[config.mk]
export PLATFORM = sky130hd
export DESIGN_NAME = stepper_pulse_generator_flat
export DESIGN_NICKNAME = d
export VERILOG_FILES = /design/src/spg_pkg.sv /design/src/spg_if.sv /design/src/spg_regs.sv /design/src/spg_ctrl.sv /design/src/spg_dp.sv /design/src/stepper_pulse_generator.sv /design/src/flat_wrapper.sv
export SDC_FILE = /design/constraint.sdc
export NUM_CORES = 2
export LEC_CHECK = 0
export ABC_AREA = 1
export BUFFER_PORTS_ARGS = -buffer_cell sky130_fd_sc_hd__buf_2
export CAP_MARGIN = 5
export CORE_UTILIZATION = 55
export DETAILED_ROUTE_END_ITERATION = 10
export PLACE_DENSITY = 0.73
export SLEW_MARGIN = 0
export SYNTH_ARGS = -nofsm -noshare
export SYNTH_HDL_FRONTEND = slang
export SYNTH_HIERARCHICAL = 1
export SYNTH_SLANG_ARGS = --single-unit
[constraint.sdc]
create_clock -name clk -period 12.3 [get_ports clk]
set_input_delay 1.23 -clock clk [delete_from_list [all_inputs] [get_ports clk]]
set_output_delay 1.23 -clock clk [all_outputs]
set_load 0.005 [all_outputs]
[src/spg_pkg.sv]
// Shared types and constants for the stepper pulse generator.
package spg_pkg;

	localparam int SPG_POSITION_BITS = 32;
	localparam int FIELD_BITS        = 32;

	localparam int OFF_CEIL     = 200;
	localparam int OFF_FLOOR    = 5;
	localparam int PERCENT_SPAN = 100;
	localparam int DELAY_SPAN   = 195;
	// floor(x / 100) == (x * 5243) >> 19 for x below 19,600
	localparam int RECIP_100   = 5243;
	localparam int RECIP_SHIFT = 19;

	localparam int ADDR_BITS = 5;
	localparam int DATA_BITS = 32;

	localparam logic [2:0] REG_ON_TIME    = 3'd0;
	localparam logic [2:0] REG_SPEED_GAIN = 3'd1;
	localparam logic [2:0] REG_TOLERANCE  = 3'd2;
	localparam logic [2:0] REG_FLIP_DIR   = 3'd3;
	localparam logic [2:0] REG_ENC_MODE   = 3'd4;

	localparam logic [7:0]  ON_TIME_RST    = 8'd1;
	localparam logic [7:0]  SPEED_GAIN_RST = 8'd1;
	localparam logic [15:0] TOLERANCE_RST  = 16'd1;

	typedef struct packed {
		logic [7:0]  on_time;
		logic [7:0]  speed_gain;
		logic [15:0] tolerance;
		logic        dir_invert;
		logic        encoder_mode;
	} cfg_t;

	typedef struct packed {
		logic capture;
		logic ld_err;
		logic ld_mul;
		logic ld_scl;
		logic ld_off;
		logic update;
	} cmd_t;

	typedef struct packed {
		logic is_target;
	} sts_t;

endpackage

[src/spg_if.sv]
// Request and response channel interfaces.
interface spg_req_if
	import spg_pkg::*;
	();
	logic                         valid;
	logic                         ready;
	logic                         func;
	logic signed [FIELD_BITS-1:0] target_position;
	logic signed [FIELD_BITS-1:0] encoder_count;

	modport source(output valid, func, target_position, encoder_count, input ready);
	modport sink(input valid, func, target_position, encoder_count, output ready);
endinterface

interface spg_rsp_if
	import spg_pkg::*;
	();
	logic                         valid;
	logic                         ready;
	logic                         step_out;
	logic                         dir_out;
	logic signed [FIELD_BITS-1:0] position;

	modport source(output valid, step_out, dir_out, position, input ready);
	modport sink(input valid, step_out, dir_out, position, output ready);
endinterface

[src/spg_regs.sv]
// APB configuration register file.
module spg_regs
	import spg_pkg::*;
(
	input  logic                 clk,
	input  logic                 arst_n,
	input  logic                 psel,
	input  logic                 penable,
	input  logic                 pwrite,
	input  logic [ADDR_BITS-1:0] paddr,
	input  logic [DATA_BITS-1:0] pwdata,
	output logic [DATA_BITS-1:0] prdata,
	output logic                 pready,
	output cfg_t                 cfg
);

	cfg_t       cfg_q;
	logic [2:0] idx;
	logic       wr;

	assign idx    = paddr[4:2];
	assign wr     = psel & penable & pwrite;
	assign pready = 1'b1;
	assign cfg    = cfg_q;

	always_ff @(posedge clk or negedge arst_n) begin
		if (!arst_n) begin
			cfg_q.on_time      <= ON_TIME_RST;
			cfg_q.speed_gain   <= SPEED_GAIN_RST;
			cfg_q.tolerance    <= TOLERANCE_RST;
			cfg_q.dir_invert   <= 1'b0;
			cfg_q.encoder_mode <= 1'b0;
		end else if (wr) begin
			case (idx)
				REG_ON_TIME:    cfg_q.on_time      <= pwdata[7:0];
				REG_SPEED_GAIN: cfg_q.speed_gain   <= pwdata[7:0];
				REG_TOLERANCE:  cfg_q.tolerance    <= pwdata[15:0];
				REG_FLIP_DIR:   cfg_q.dir_invert   <= pwdata[0];
				REG_ENC_MODE:   cfg_q.encoder_mode <= pwdata[0];
				default: ;
			endcase
		end
	end

	always_comb begin
		case (idx)
			REG_ON_TIME:    prdata = DATA_BITS'(cfg_q.on_time);
			REG_SPEED_GAIN: prdata = DATA_BITS'(cfg_q.speed_gain);
			REG_TOLERANCE:  prdata = DATA_BITS'(cfg_q.tolerance);
			REG_FLIP_DIR:   prdata = DATA_BITS'(cfg_q.dir_invert);
			REG_ENC_MODE:   prdata = DATA_BITS'(cfg_q.encoder_mode);
			default:        prdata = '0;
		endcase
	end

endmodule

[src/spg_ctrl.sv]
// Sequencing controller: request intake, off-delay steps, response slot.
module spg_ctrl
	import spg_pkg::*;
(
	input  logic clk,
	input  logic arst_n,
	input  logic req_valid,
	output logic req_ready,
	output logic rsp_valid,
	input  logic rsp_ready,
	input  sts_t sts,
	output cmd_t cmd
);

	localparam logic [2:0] ST_IDLE = 3'd0;
	localparam logic [2:0] ST_ERR  = 3'd1;
	localparam logic [2:0] ST_MUL  = 3'd2;
	localparam logic [2:0] ST_SCL  = 3'd3;
	localparam logic [2:0] ST_OFF  = 3'd4;
	localparam logic [2:0] ST_UPD  = 3'd5;

	logic [2:0] state_q, state_d;
	logic       rsp_valid_q;
	logic       slot_free;

	assign req_ready = (state_q == ST_IDLE);
	assign rsp_valid = rsp_valid_q;
	assign slot_free = !rsp_valid_q || rsp_ready;

	always_comb begin
		state_d = state_q;
		cmd     = '0;
		case (state_q)
			ST_IDLE: begin
				if (req_valid) begin
					cmd.capture = 1'b1;
					state_d     = ST_ERR;
				end
			end
			ST_ERR: begin
				cmd.ld_err = 1'b1;
				state_d    = sts.is_target ? ST_UPD : ST_MUL;
			end
			ST_MUL: begin
				cmd.ld_mul = 1'b1;
				state_d    = ST_SCL;
			end
			ST_SCL: begin
				cmd.ld_scl = 1'b1;
				state_d    = ST_OFF;
			end
			ST_OFF: begin
				cmd.ld_off = 1'b1;
				state_d    = ST_UPD;
			end
			ST_UPD: begin
				if (slot_free) begin
					cmd.update = 1'b1;
					state_d    = ST_IDLE;
				end
			end
			default: state_d = ST_IDLE;
		endcase
	end

	always_ff @(posedge clk or negedge arst_n) begin
		if (!arst_n) begin
			state_q     <= ST_IDLE;
			rsp_valid_q <= 1'b0;
		end else begin
			state_q <= state_d;
			if (cmd.update)
				rsp_valid_q <= 1'b1;
			else if (rsp_ready)
				rsp_valid_q <= 1'b0;
		end
	end

endmodule

[src/spg_dp.sv]
// Datapath: position state, off-delay arithmetic and step timer.
module spg_dp
	import spg_pkg::*;
#(
	parameter int POSITION_BITS = SPG_POSITION_BITS
) (
	input  logic                         clk,
	input  logic                         arst_n,
	input  cmd_t                         cmd,
	output sts_t                         sts,
	input  cfg_t                         cfg,
	input  logic                         req_func,
	input  logic signed [FIELD_BITS-1:0] req_target,
	input  logic signed [FIELD_BITS-1:0] req_encoder,
	output logic                         step_out,
	output logic                         dir_out,
	output logic signed [FIELD_BITS-1:0] position
);

	localparam int PB = POSITION_BITS;
	localparam int PW = PB + 8;
	localparam int WW = PB + 17;

	logic                 func_q;
	logic signed [PB-1:0] tgt_q, enc_q;
	logic [PB-1:0]        err_q;
	logic [PW-1:0]        prod_q;
	logic                 big_q;
	logic [14:0]          scl_q;
	logic [7:0]           off_q;

	logic signed [PB-1:0] cur_q, des_q;
	logic [7:0]           timer_q;
	logic                 step_q, dir_q, fwd_q;

	logic signed [PB:0]   diff;
	logic [27:0]          quot_full;
	logic [7:0]           quot;

	logic signed [PB-1:0] cur_n;
	logic signed [WW-1:0] cur_w, des_w, tol_w;
	logic                 in_band;
	logic signed [PB-1:0] cur_d, des_d;
	logic [7:0]           timer_d;
	logic                 step_d, dir_d, fwd_d;

	assign sts.is_target = func_q;
	assign step_out      = step_q;
	assign dir_out       = dir_q;
	assign position      = FIELD_BITS'(cur_q);

	assign diff      = (PB+1)'(des_q) - (PB+1)'(cur_q);
	assign quot_full = 28'(scl_q) * 28'(RECIP_100);
	assign quot      = quot_full[RECIP_SHIFT +: 8];

	always_ff @(posedge clk) begin
		if (cmd.capture) begin
			func_q <= req_func;
			tgt_q  <= req_target[PB-1:0];
			enc_q  <= req_encoder[PB-1:0];
		end
		if (cmd.ld_err)
			err_q <= diff[PB] ? PB'(-diff) : diff[PB-1:0];
		if (cmd.ld_mul)
			prod_q <= PW'(cfg.speed_gain) * PW'(err_q);
		if (cmd.ld_scl) begin
			big_q <= prod_q > PW'(PERCENT_SPAN);
			scl_q <= 15'(prod_q[6:0]) * 15'(DELAY_SPAN);
		end
		if (cmd.ld_off)
			off_q <= big_q ? 8'(OFF_FLOOR) : 8'(OFF_CEIL) - quot;
	end

	assign cur_n = cfg.encoder_mode ? enc_q : cur_q;
	assign cur_w = WW'(cur_n);
	assign des_w = WW'(des_q);
	assign tol_w = $signed(WW'(cfg.tolerance));
	assign in_band = (cur_w > des_w - tol_w) && (cur_w < des_w + tol_w);

	always_comb begin
		cur_d   = cur_q;
		des_d   = des_q;
		timer_d = timer_q;
		step_d  = step_q;
		dir_d   = dir_q;
		fwd_d   = fwd_q;
		if (func_q) begin
			des_d = tgt_q;
			if (cur_q < tgt_q) begin
				dir_d = cfg.dir_invert;
				fwd_d = 1'b1;
			end else begin
				dir_d = !cfg.dir_invert;
				fwd_d = 1'b0;
			end
		end else begin
			cur_d = cur_n;
			if (step_q && timer_q > cfg.on_time) begin
				step_d  = 1'b0;
				timer_d = '0;
			end else if (timer_q > off_q) begin
				timer_d = '0;
				if (cfg.encoder_mode) begin
					if (cur_n < des_q) begin
						dir_d  = cfg.dir_invert;
						step_d = 1'b1;
						fwd_d  = 1'b1;
					end else if (cur_n > des_q) begin
						dir_d  = !cfg.dir_invert;
						step_d = 1'b1;
					end
				end else if (!in_band) begin
					cur_d  = fwd_q ? cur_q + PB'(1) : cur_q - PB'(1);
					step_d = 1'b1;
				end
			end else begin
				timer_d = timer_q + 8'd1;
			end
		end
	end

	always_ff @(posedge clk or negedge arst_n) begin
		if (!arst_n) begin
			cur_q   <= '0;
			des_q   <= '0;
			timer_q <= '0;
			step_q  <= 1'b0;
			dir_q   <= 1'b0;
			fwd_q   <= 1'b1;
		end else if (cmd.update) begin
			cur_q   <= cur_d;
			des_q   <= des_d;
			timer_q <= timer_d;
			step_q  <= step_d;
			dir_q   <= dir_d;
			fwd_q   <= fwd_d;
		end
	end

endmodule

[src/stepper_pulse_generator.sv]
// Top level of the step/direction pulse generator.
//
// Requests arrive on req: func 1 loads target_position as the new set point,
// func 0 is a timer tick (encoder_count is sampled on ticks in encoder mode).
// Every request yields exactly one response on rsp: step and direction pin
// levels and the current position, sign-extended to 32 bits.
// Configuration goes through the APB port, one register per word address;
// pready is tied high and writes are meant for when the block is idle.
// One request is worked at a time. The sequencer walks a set point through its
// error and update steps, and a tick through the error, gain multiply, scaling,
// reciprocal divide and update steps; the response is registered after update.
// req.ready rises again together with rsp.valid, so a new request is taken
// while the response still waits in its output register.
// If rsp is stalled, a finished request holds in its last step until the
// response slot drains; the response is held stable meanwhile.
// Reset (arst_n low) clears position, target, timer and pin levels, sets the
// motion direction forward and restores the register defaults.
module stepper_pulse_generator
	import spg_pkg::*;
#(
	parameter int POSITION_BITS = SPG_POSITION_BITS
) (
	input  logic                 clk,
	input  logic                 arst_n,
	spg_req_if.sink              req,
	spg_rsp_if.source            rsp,
	input  logic                 psel,
	input  logic                 penable,
	input  logic                 pwrite,
	input  logic [ADDR_BITS-1:0] paddr,
	input  logic [DATA_BITS-1:0] pwdata,
	output logic [DATA_BITS-1:0] prdata,
	output logic                 pready
);

	cfg_t cfg;
	cmd_t cmd;
	sts_t sts;

	spg_regs u_regs (
		.clk     (clk),
		.arst_n  (arst_n),
		.psel    (psel),
		.penable (penable),
		.pwrite  (pwrite),
		.paddr   (paddr),
		.pwdata  (pwdata),
		.prdata  (prdata),
		.pready  (pready),
		.cfg     (cfg)
	);

	spg_ctrl u_ctrl (
		.clk       (clk),
		.arst_n    (arst_n),
		.req_valid (req.valid),
		.req_ready (req.ready),
		.rsp_valid (rsp.valid),
		.rsp_ready (rsp.ready),
		.sts       (sts),
		.cmd       (cmd)
	);

	spg_dp #(
		.POSITION_BITS (POSITION_BITS)
	) u_dp (
		.clk         (clk),
		.arst_n      (arst_n),
		.cmd         (cmd),
		.sts         (sts),
		.cfg         (cfg),
		.req_func    (req.func),
		.req_target  (req.target_position),
		.req_encoder (req.encoder_count),
		.step_out    (rsp.step_out),
		.dir_out     (rsp.dir_out),
		.position    (rsp.position)
	);

endmodule

[src/flat_wrapper.sv]
// flat-port wrapper written by rule: the top's interface ports become plain ports
module stepper_pulse_generator_flat import spg_pkg::*;
#(
	parameter int POSITION_BITS = SPG_POSITION_BITS
)
  (clk, arst_n, psel, penable, pwrite, paddr, pwdata, prdata, pready, req_valid, req_func, req_target_position, req_encoder_count, req_ready, rsp_valid, rsp_step_out, rsp_dir_out, rsp_position, rsp_ready);
  spg_req_if req_i ();
  spg_rsp_if rsp_i ();
  input  logic clk;
  input  logic arst_n;
  input  logic psel;
  input  logic penable;
  input  logic pwrite;
  input  logic [ADDR_BITS-1:0] paddr;
  input  logic [DATA_BITS-1:0] pwdata;
  output logic [DATA_BITS-1:0] prdata;
  output logic pready;
  input wire logic [$bits(req_i.valid)-1:0] req_valid;
  input wire logic [$bits(req_i.func)-1:0] req_func;
  input wire logic [$bits(req_i.target_position)-1:0] req_target_position;
  input wire logic [$bits(req_i.encoder_count)-1:0] req_encoder_count;
  output wire logic [$bits(req_i.ready)-1:0] req_ready;
  output wire logic [$bits(rsp_i.valid)-1:0] rsp_valid;
  output wire logic [$bits(rsp_i.step_out)-1:0] rsp_step_out;
  output wire logic [$bits(rsp_i.dir_out)-1:0] rsp_dir_out;
  output wire logic [$bits(rsp_i.position)-1:0] rsp_position;
  input wire logic [$bits(rsp_i.ready)-1:0] rsp_ready;
  assign req_i.valid = req_valid;
  assign req_i.func = req_func;
  assign req_i.target_position = req_target_position;
  assign req_i.encoder_count = req_encoder_count;
  assign req_ready = req_i.ready;
  assign rsp_valid = rsp_i.valid;
  assign rsp_step_out = rsp_i.step_out;
  assign rsp_dir_out = rsp_i.dir_out;
  assign rsp_position = rsp_i.position;
  assign rsp_i.ready = rsp_ready;
  stepper_pulse_generator #(.POSITION_BITS(POSITION_BITS)) u_core (.clk(clk), .arst_n(arst_n), .req(req_i), .rsp(rsp_i), .psel(psel), .penable(penable), .pwrite(pwrite), .paddr(paddr), .pwdata(pwdata), .prdata(prdata), .pready(pready));
endmodule
After elaboration in Yosys (flattened, before gate mapping) --
Index checks and enable logic that the tools add are counted.
Storage, ports and cells: flip-flop bits (word level) 274, bits of input ports 109, output and inout port bits 69, logic and storage cells 124
Operators by class: add/subtract/negate cells 8, multiply operators 3, order comparisons 8, eq/ne operators 14, multiplexer cells 43, bitwise gates (word level) 3, reduce and logical (&&, ||, !) cells 24
Operator list (count):
- 32-bit two-way mux | 7
- 16-bit one-hot mux with 5 select lines | 1
- 32-bit < comparator | 2
- 40-bit by 7-bit greater-than comparator with 1-bit output (second input constant) | 1
- 8-bit by 32-bit multiplier with 40-bit output | 1
- 32-bit by 17-bit adder with 33-bit output | 1
- 32-bit by 33-bit greater-than comparator with 1-bit output | 1
- 32-bit by 33-bit < comparator with 1-bit output | 1
- 32-bit by 17-bit subtractor with 33-bit output | 1
- 32-bit by 32-bit subtractor with 33-bit output | 1
- 32-bit by 2-bit adder with 32-bit output (second input constant) | 1
- 32-bit greater-than comparator | 1
- 32-bit negation | 1
- 32-bit by 2-bit subtractor with 32-bit output (second input constant) | 1
- 1-bit two-way mux | 29
- 15-bit by 13-bit multiplier with 27-bit output (second input constant) | 1
- 3-bit one-hot mux with 6 select lines | 1
- 8-bit greater-than comparator | 2
- 8-bit two-way mux | 2
- 2-bit AND reduction | 8
- 7-bit by 8-bit multiplier with 15-bit output (second input constant) | 1
- 5-bit AND reduction | 3
- 3-bit by 2-bit == test with 1-bit output (second input constant) | 4
- 2-bit nonzero test | 5
- 15 further kinds | 26

Depth between registers and ports, before layout --
word-level depth 8, gate-level depth with buffers 34, depth with buffers taken out 33

Cells and area by module --
The synthesis kept the hierarchy.
Modules (own cells, without submodules):
- spg_dp | times used 1, cells an instance 4458, area an instance 32941.6 um^2, sequential area each 6712.7 um^2
- spg_regs | times used 1, cells an instance 217, area an instance 1786.7 um^2, sequential area each 854.6 um^2
- spg_ctrl | times used 1, cells an instance 35, area an instance 254.0 um^2, sequential area each 100.1 um^2

Least setup slack after synthesis --
Ideal clock, no wire load.
kind flip-flop to flip-flop, start register u_core.u_dp.scl_q[13], end register u_core.u_dp.off_q[6] (data pin), setup time 0.259 ns, data arrival time 4.612 ns, data required time 12.041 ns, slack 7.429 ns, cell stages (with the launch flop) 25, path buffers 0, clock period less this slack 4.871 ns, path through edfxtp_1 > ha_1 > inv_1 > fa_1 > inv_1 > fa_1 > inv_1 > fa_1 > inv_1 > fa_1 > ha_1 > nand2_1 > inv_1 > a21oi_1 > o211a_1 > nand2_1 > nand2_1 > nand2_1 > inv_1 > ha_1 > inv_1 > o21ai_0 > nand2_1 > o21ai_0 > a21oi_1
Between the ends: cells in the longest elaborated chain, start to end 2
Ends and longest elaborated chain:
- start: declaration | line spg_dp.sv:29 | logic [14:0] scl_q;
- start signal: assignment | line spg_dp.sv:68 | scl_q <= 15'(prod_q[6:0]) * 15'(DELAY_SPAN);
- 15-bit by 13-bit multiplier with 27-bit output | line spg_dp.sv:53 | assign quot_full = 28'(scl_q) * 28'(RECIP_100);
- 8-bit subtractor | line spg_dp.sv:71 | off_q <= big_q ? 8'(OFF_FLOOR) : 8'(OFF_CEIL) - quot;
- end signal: assignment | line spg_dp.sv:71
- end: declaration | line spg_dp.sv:30 | logic [7:0] off_q;
No other way between the ends. A chain may end at the register's enable or synchronous reset.

Worst setup path after layout --
start register u_core.u_regs.cfg_q (netlist bit u_core/u_regs/cfg[2]), end register u_core.u_dp.cur_q[11], in the netlist u_core/u_dp/position[11]
Between the ends: cells in the longest elaborated chain, start to end 7, elaborated cells on any way between the ends 9, those cells by class add/sub (2); order compare (2); mux (4); reduce/logical (1)
Ends and longest elaborated chain:
- start: declaration | line spg_regs.sv:17 | cfg_t cfg_q;
- 32-bit by 17-bit subtractor with 33-bit output / 32-bit by 17-bit adder with 33-bit output (equally long branches) | line spg_dp.sv:78 | assign in_band = (cur_w > des_w - tol_w) && (cur_w < des_w + tol_w);
- 32-bit by 33-bit greater-than comparator with 1-bit output / 32-bit by 33-bit < comparator with 1-bit output (equally long branches) | line spg_dp.sv:78
- 1-bit logical AND * | line spg_dp.sv:78
- 32-bit two-way mux * | line spg_dp.sv:112 | end else if (!in_band) begin
- 32-bit two-way mux * | line spg_dp.sv:103 | if (cfg.encoder_mode) begin
- 32-bit two-way mux * | line spg_dp.sv:101 | end else if (timer_q > off_q) begin
- 32-bit two-way mux * | line spg_dp.sv:98 | if (step_q && timer_q > cfg.on_time) begin
- end signal: assignment | line spg_dp.sv:131 | cur_q <= cur_d;
- end: declaration | line spg_dp.sv:32 | logic signed [PB-1:0] cur_q, des_q;
Every way passes the cells marked *; elsewhere a longest branch is shown, timed or not.

==> impl_metrics.ini <==
[status]
status = completed

[sta]
fin_crit_sh = 0.468
hold_viol_final = 0
worst_pin_slew_ps = 1140
relSlewSlack = 0.239
slew_viol_final = 0
period_needed_ps = 5750
final-setup-viol-count = 0
rsz0062_at_grt = no
max_freq_ghz = 0.174
fin_skew_ps = 33.3
fin_setup_tns_ps = 0

[synth]
yosysWarnings = 6
synth_top_family_by_area = adder cells
synthArstFlopShare = 0.412
synthMuxAreaShare = 0.000286
synth_xor_area_frac = 0.0418
ys_ff_latch = 274
synth.distinct_cells = 59
synth.avg_cell_area_um2 = 7.43
syn_area_um2 = 35000
yosys.area_share.adder = 0.300
synth-edff-count = 161
syn_inst = 4710
synth-compound-area-share = 0.0862
ys_seq_area_frac = 0.219
synth_flop_cell = edfxtp_1
yosys.area_share.simple = 0.226

[clock_tree]
root_buffer = clkbuf_16
hold_buffers = 0
cts_buffer_depth = 3
cts_tree = done
cts.reportedPaths.clkPinSlew_ps = 60
cts-resized-gates = 0
htree_levels = 2
cts_sinks = 274
cts_setup_buffers = 0
cts_buffers = 35
clk_latency_ps = 560

[critical_path]
worstSetupStartpointType = register
end_kind = register
cp.arrival_ps = 6200
worstPathRequired_ps = 12740
crit_type = reg -> reg
cp_common_cell = nand2_1
slowest_delay_ps = 760
path_max_fanout = 33
slowest_stage = nand2_1

[floorplan]
rows = 92
dieArea_um2 = 64600
ios = 178
start_util = 0.556
die_x_um = 254
core_um2 = 63000
die_height_um = 254

[min_path]
hp-class = reg -> reg

[global_routing]
grt_max_degree = 66
grt_pass1_wl_um = 148000
grt_overflow_total = 0
grt_pass1_vias = 28433
grtUsageTotal = 0.290
antenna_found_initial = 1

[final_layout]
regArea_um2 = 7670
multi_input_area_um2 = 23000
final_util = 0.595
nets = 5582
finalInstanceArea_um2 = 37500
area_growth_pct = 7.11
finalNonFillerCells = 5662
fillers = 5803
drive_above_1_share = 0.0609

[route]
drc = 0
routed_via_density = 5.28
dr.pass1.iters = 5
drt-total-wl_um = 92200
wl_per_cell_um = 16.3
ant_nets = 0
vias = 29884
dr.first_iter.drc_count = 2391

[flow_run]
cap_viol_max_count = 0

[placed_design]
placed_cell_area_um2 = 36300
place_hpwl_um = 76000
gp_congestion = 0.935
io_buffers = 142
placed_cells = 5596
-- layout by cell type, fill, tap and decap left out, drive strengths merged, types with 5 or more instances in the layout --
cell type	Yosys	routed
o21ai	213	213
nand3b	19	19
o21a	9	9
dfrtp	109	109
nor2	297	297
inv	1006	1011
nor4	22	22
o211ai	8	8
conb	2	17
nor3	43	43
xnor2	38	38
xor2	128	128
clkinv	0	7
and2	6	6
o21bai	20	20
ha	433	433
edfxtp	161	161
fa	253	253
clkbuf	99	46
a21o	14	14
buf	36	160
nand3	222	222
a21oi	244	244
a31oi	21	21
nand4	48	48
and3	5	5
nand2	1227	1227
-- state kept, by name, indices dropped and copies added, names as in the netlist --
signal and count:
u_core/u_dp/tgt_q 32, u_core/u_dp/sts 1, u_core/u_dp/timer_q 8, u_core/u_dp/des_q 32, u_core/u_dp/big_q 1, u_core/u_dp/position 32
u_core/u_ctrl/state_q 3, u_core/u_dp/scl_q 15, u_core/u_dp/prod_q 40, u_core/u_regs/cfg 34, u_core/u_dp/err_q 32, u_core/u_dp/enc_q 32
u_core/u_dp/fwd_q 1, u_core/u_dp/step_out 1, u_core/u_dp/dir_out 1, u_core/u_ctrl/rsp_valid 1, u_core/u_dp/off_q 8
-- path summary, 6_finish.rpt --
| path | from | end | slack, ps | depth (start not counted) |
|---|---|---|---|---|
| worst max-delay path | u_core/u_regs/cfg[2] | u_core/u_dp/position[11] | 6550 | 33 |
| worst min-delay path | u_core/u_regs/cfg[32] | u_core/u_regs/cfg[32] | 510 | 2 |
| worst max register to register | u_core/u_regs/cfg[2] | u_core/u_dp/position[11] | 6550 | 33 |
| worst min register to register | u_core/u_regs/cfg[32] | u_core/u_regs/cfg[32] | 510 | 2 |
| max in group asynchronous | arst_n | u_core/u_regs/cfg[0] | 10190 | 2 |
| min in group asynchronous | arst_n | u_core/u_dp/des_q[23] | 740 | 1 |
-- Yosys cell counts (9+ instances only) --
master    number  area [µm²]
nor2_2        10        62.6
nor3_1        40         200
nand2_1     1207        4530
a21oi_1      239        1200
o21ai_0      196         981
o21bai_1      20         150
a31oi_1       21         131
nand2_2       17         106
clkbuf_1      78         293
ha_1         433        5420
clkbuf_2      21         105
xor2_1       127        1110
nand3b_1      19         143
dfrtp_1      109        2730
inv_1       1000        3750
xnor2_1       38         333
nor4_1        22         138
nand4_1       48         300
o21ai_2       12         105
nand3_1      218        1090
fa_1         253        5060
o21a_1         9        67.6
buf_4         19         143
a21o_1        14         105
edfxtp_1     161        4830
nor2_1       283        1060
-- logic make-up after synthesis --
logic type	after synthesis
adders and majority gates	686
AOI/OAI and AO/OA	546
and+or+nand+nor	1894
muxes	1
other	2
buffers and inverters	1141
DFF	274
xor gates and xnor gates	166
-- final cells by class --
cell class	count	share of cell area
tap	846	0.0283
clock buffer	46	0.0258
sequential	274	0.205
multi-input combinational	3310	0.613
clock inverter	18	0.00478
antenna	2	0.000134
inverter	1006	0.101
timing repair buffer	160	0.0226
-- per-layer routing --
| layer | GRT usage | share of wire |
|---|---|---|
| met1 | 0.387 | 0.44 |
| met2 | 0.468 | 0.45 |
| met3 | 0.0338 | 0.054 |
| met4 | 0.146 | 0.053 |
| met5 | 0 | 0 |
-- through the flow --
step | hold WS, ps | setup slack [ps]
floorplan | 460 | 7430
global placement | 491 | 6690
detailed placement | 498 | 6660
CTS | 511 | 6650
global route | 535 | 6020
finish | 513 | 6550
-- worst max-delay path, delay by kind of cell (launching register included) --
family / cells / cell delay (ps)
simple gates: 21 / 3070
flops: 1 / 570
buf+inv: 4 / 480
fa+ha+maj: 3 / 810
compound gates: 4 / 530
xor+xnor: 1 / 200
Power is left out: the tool's default activity adds up to more than one toggle a clock period on the data nets, which glitch-free logic cannot reach.
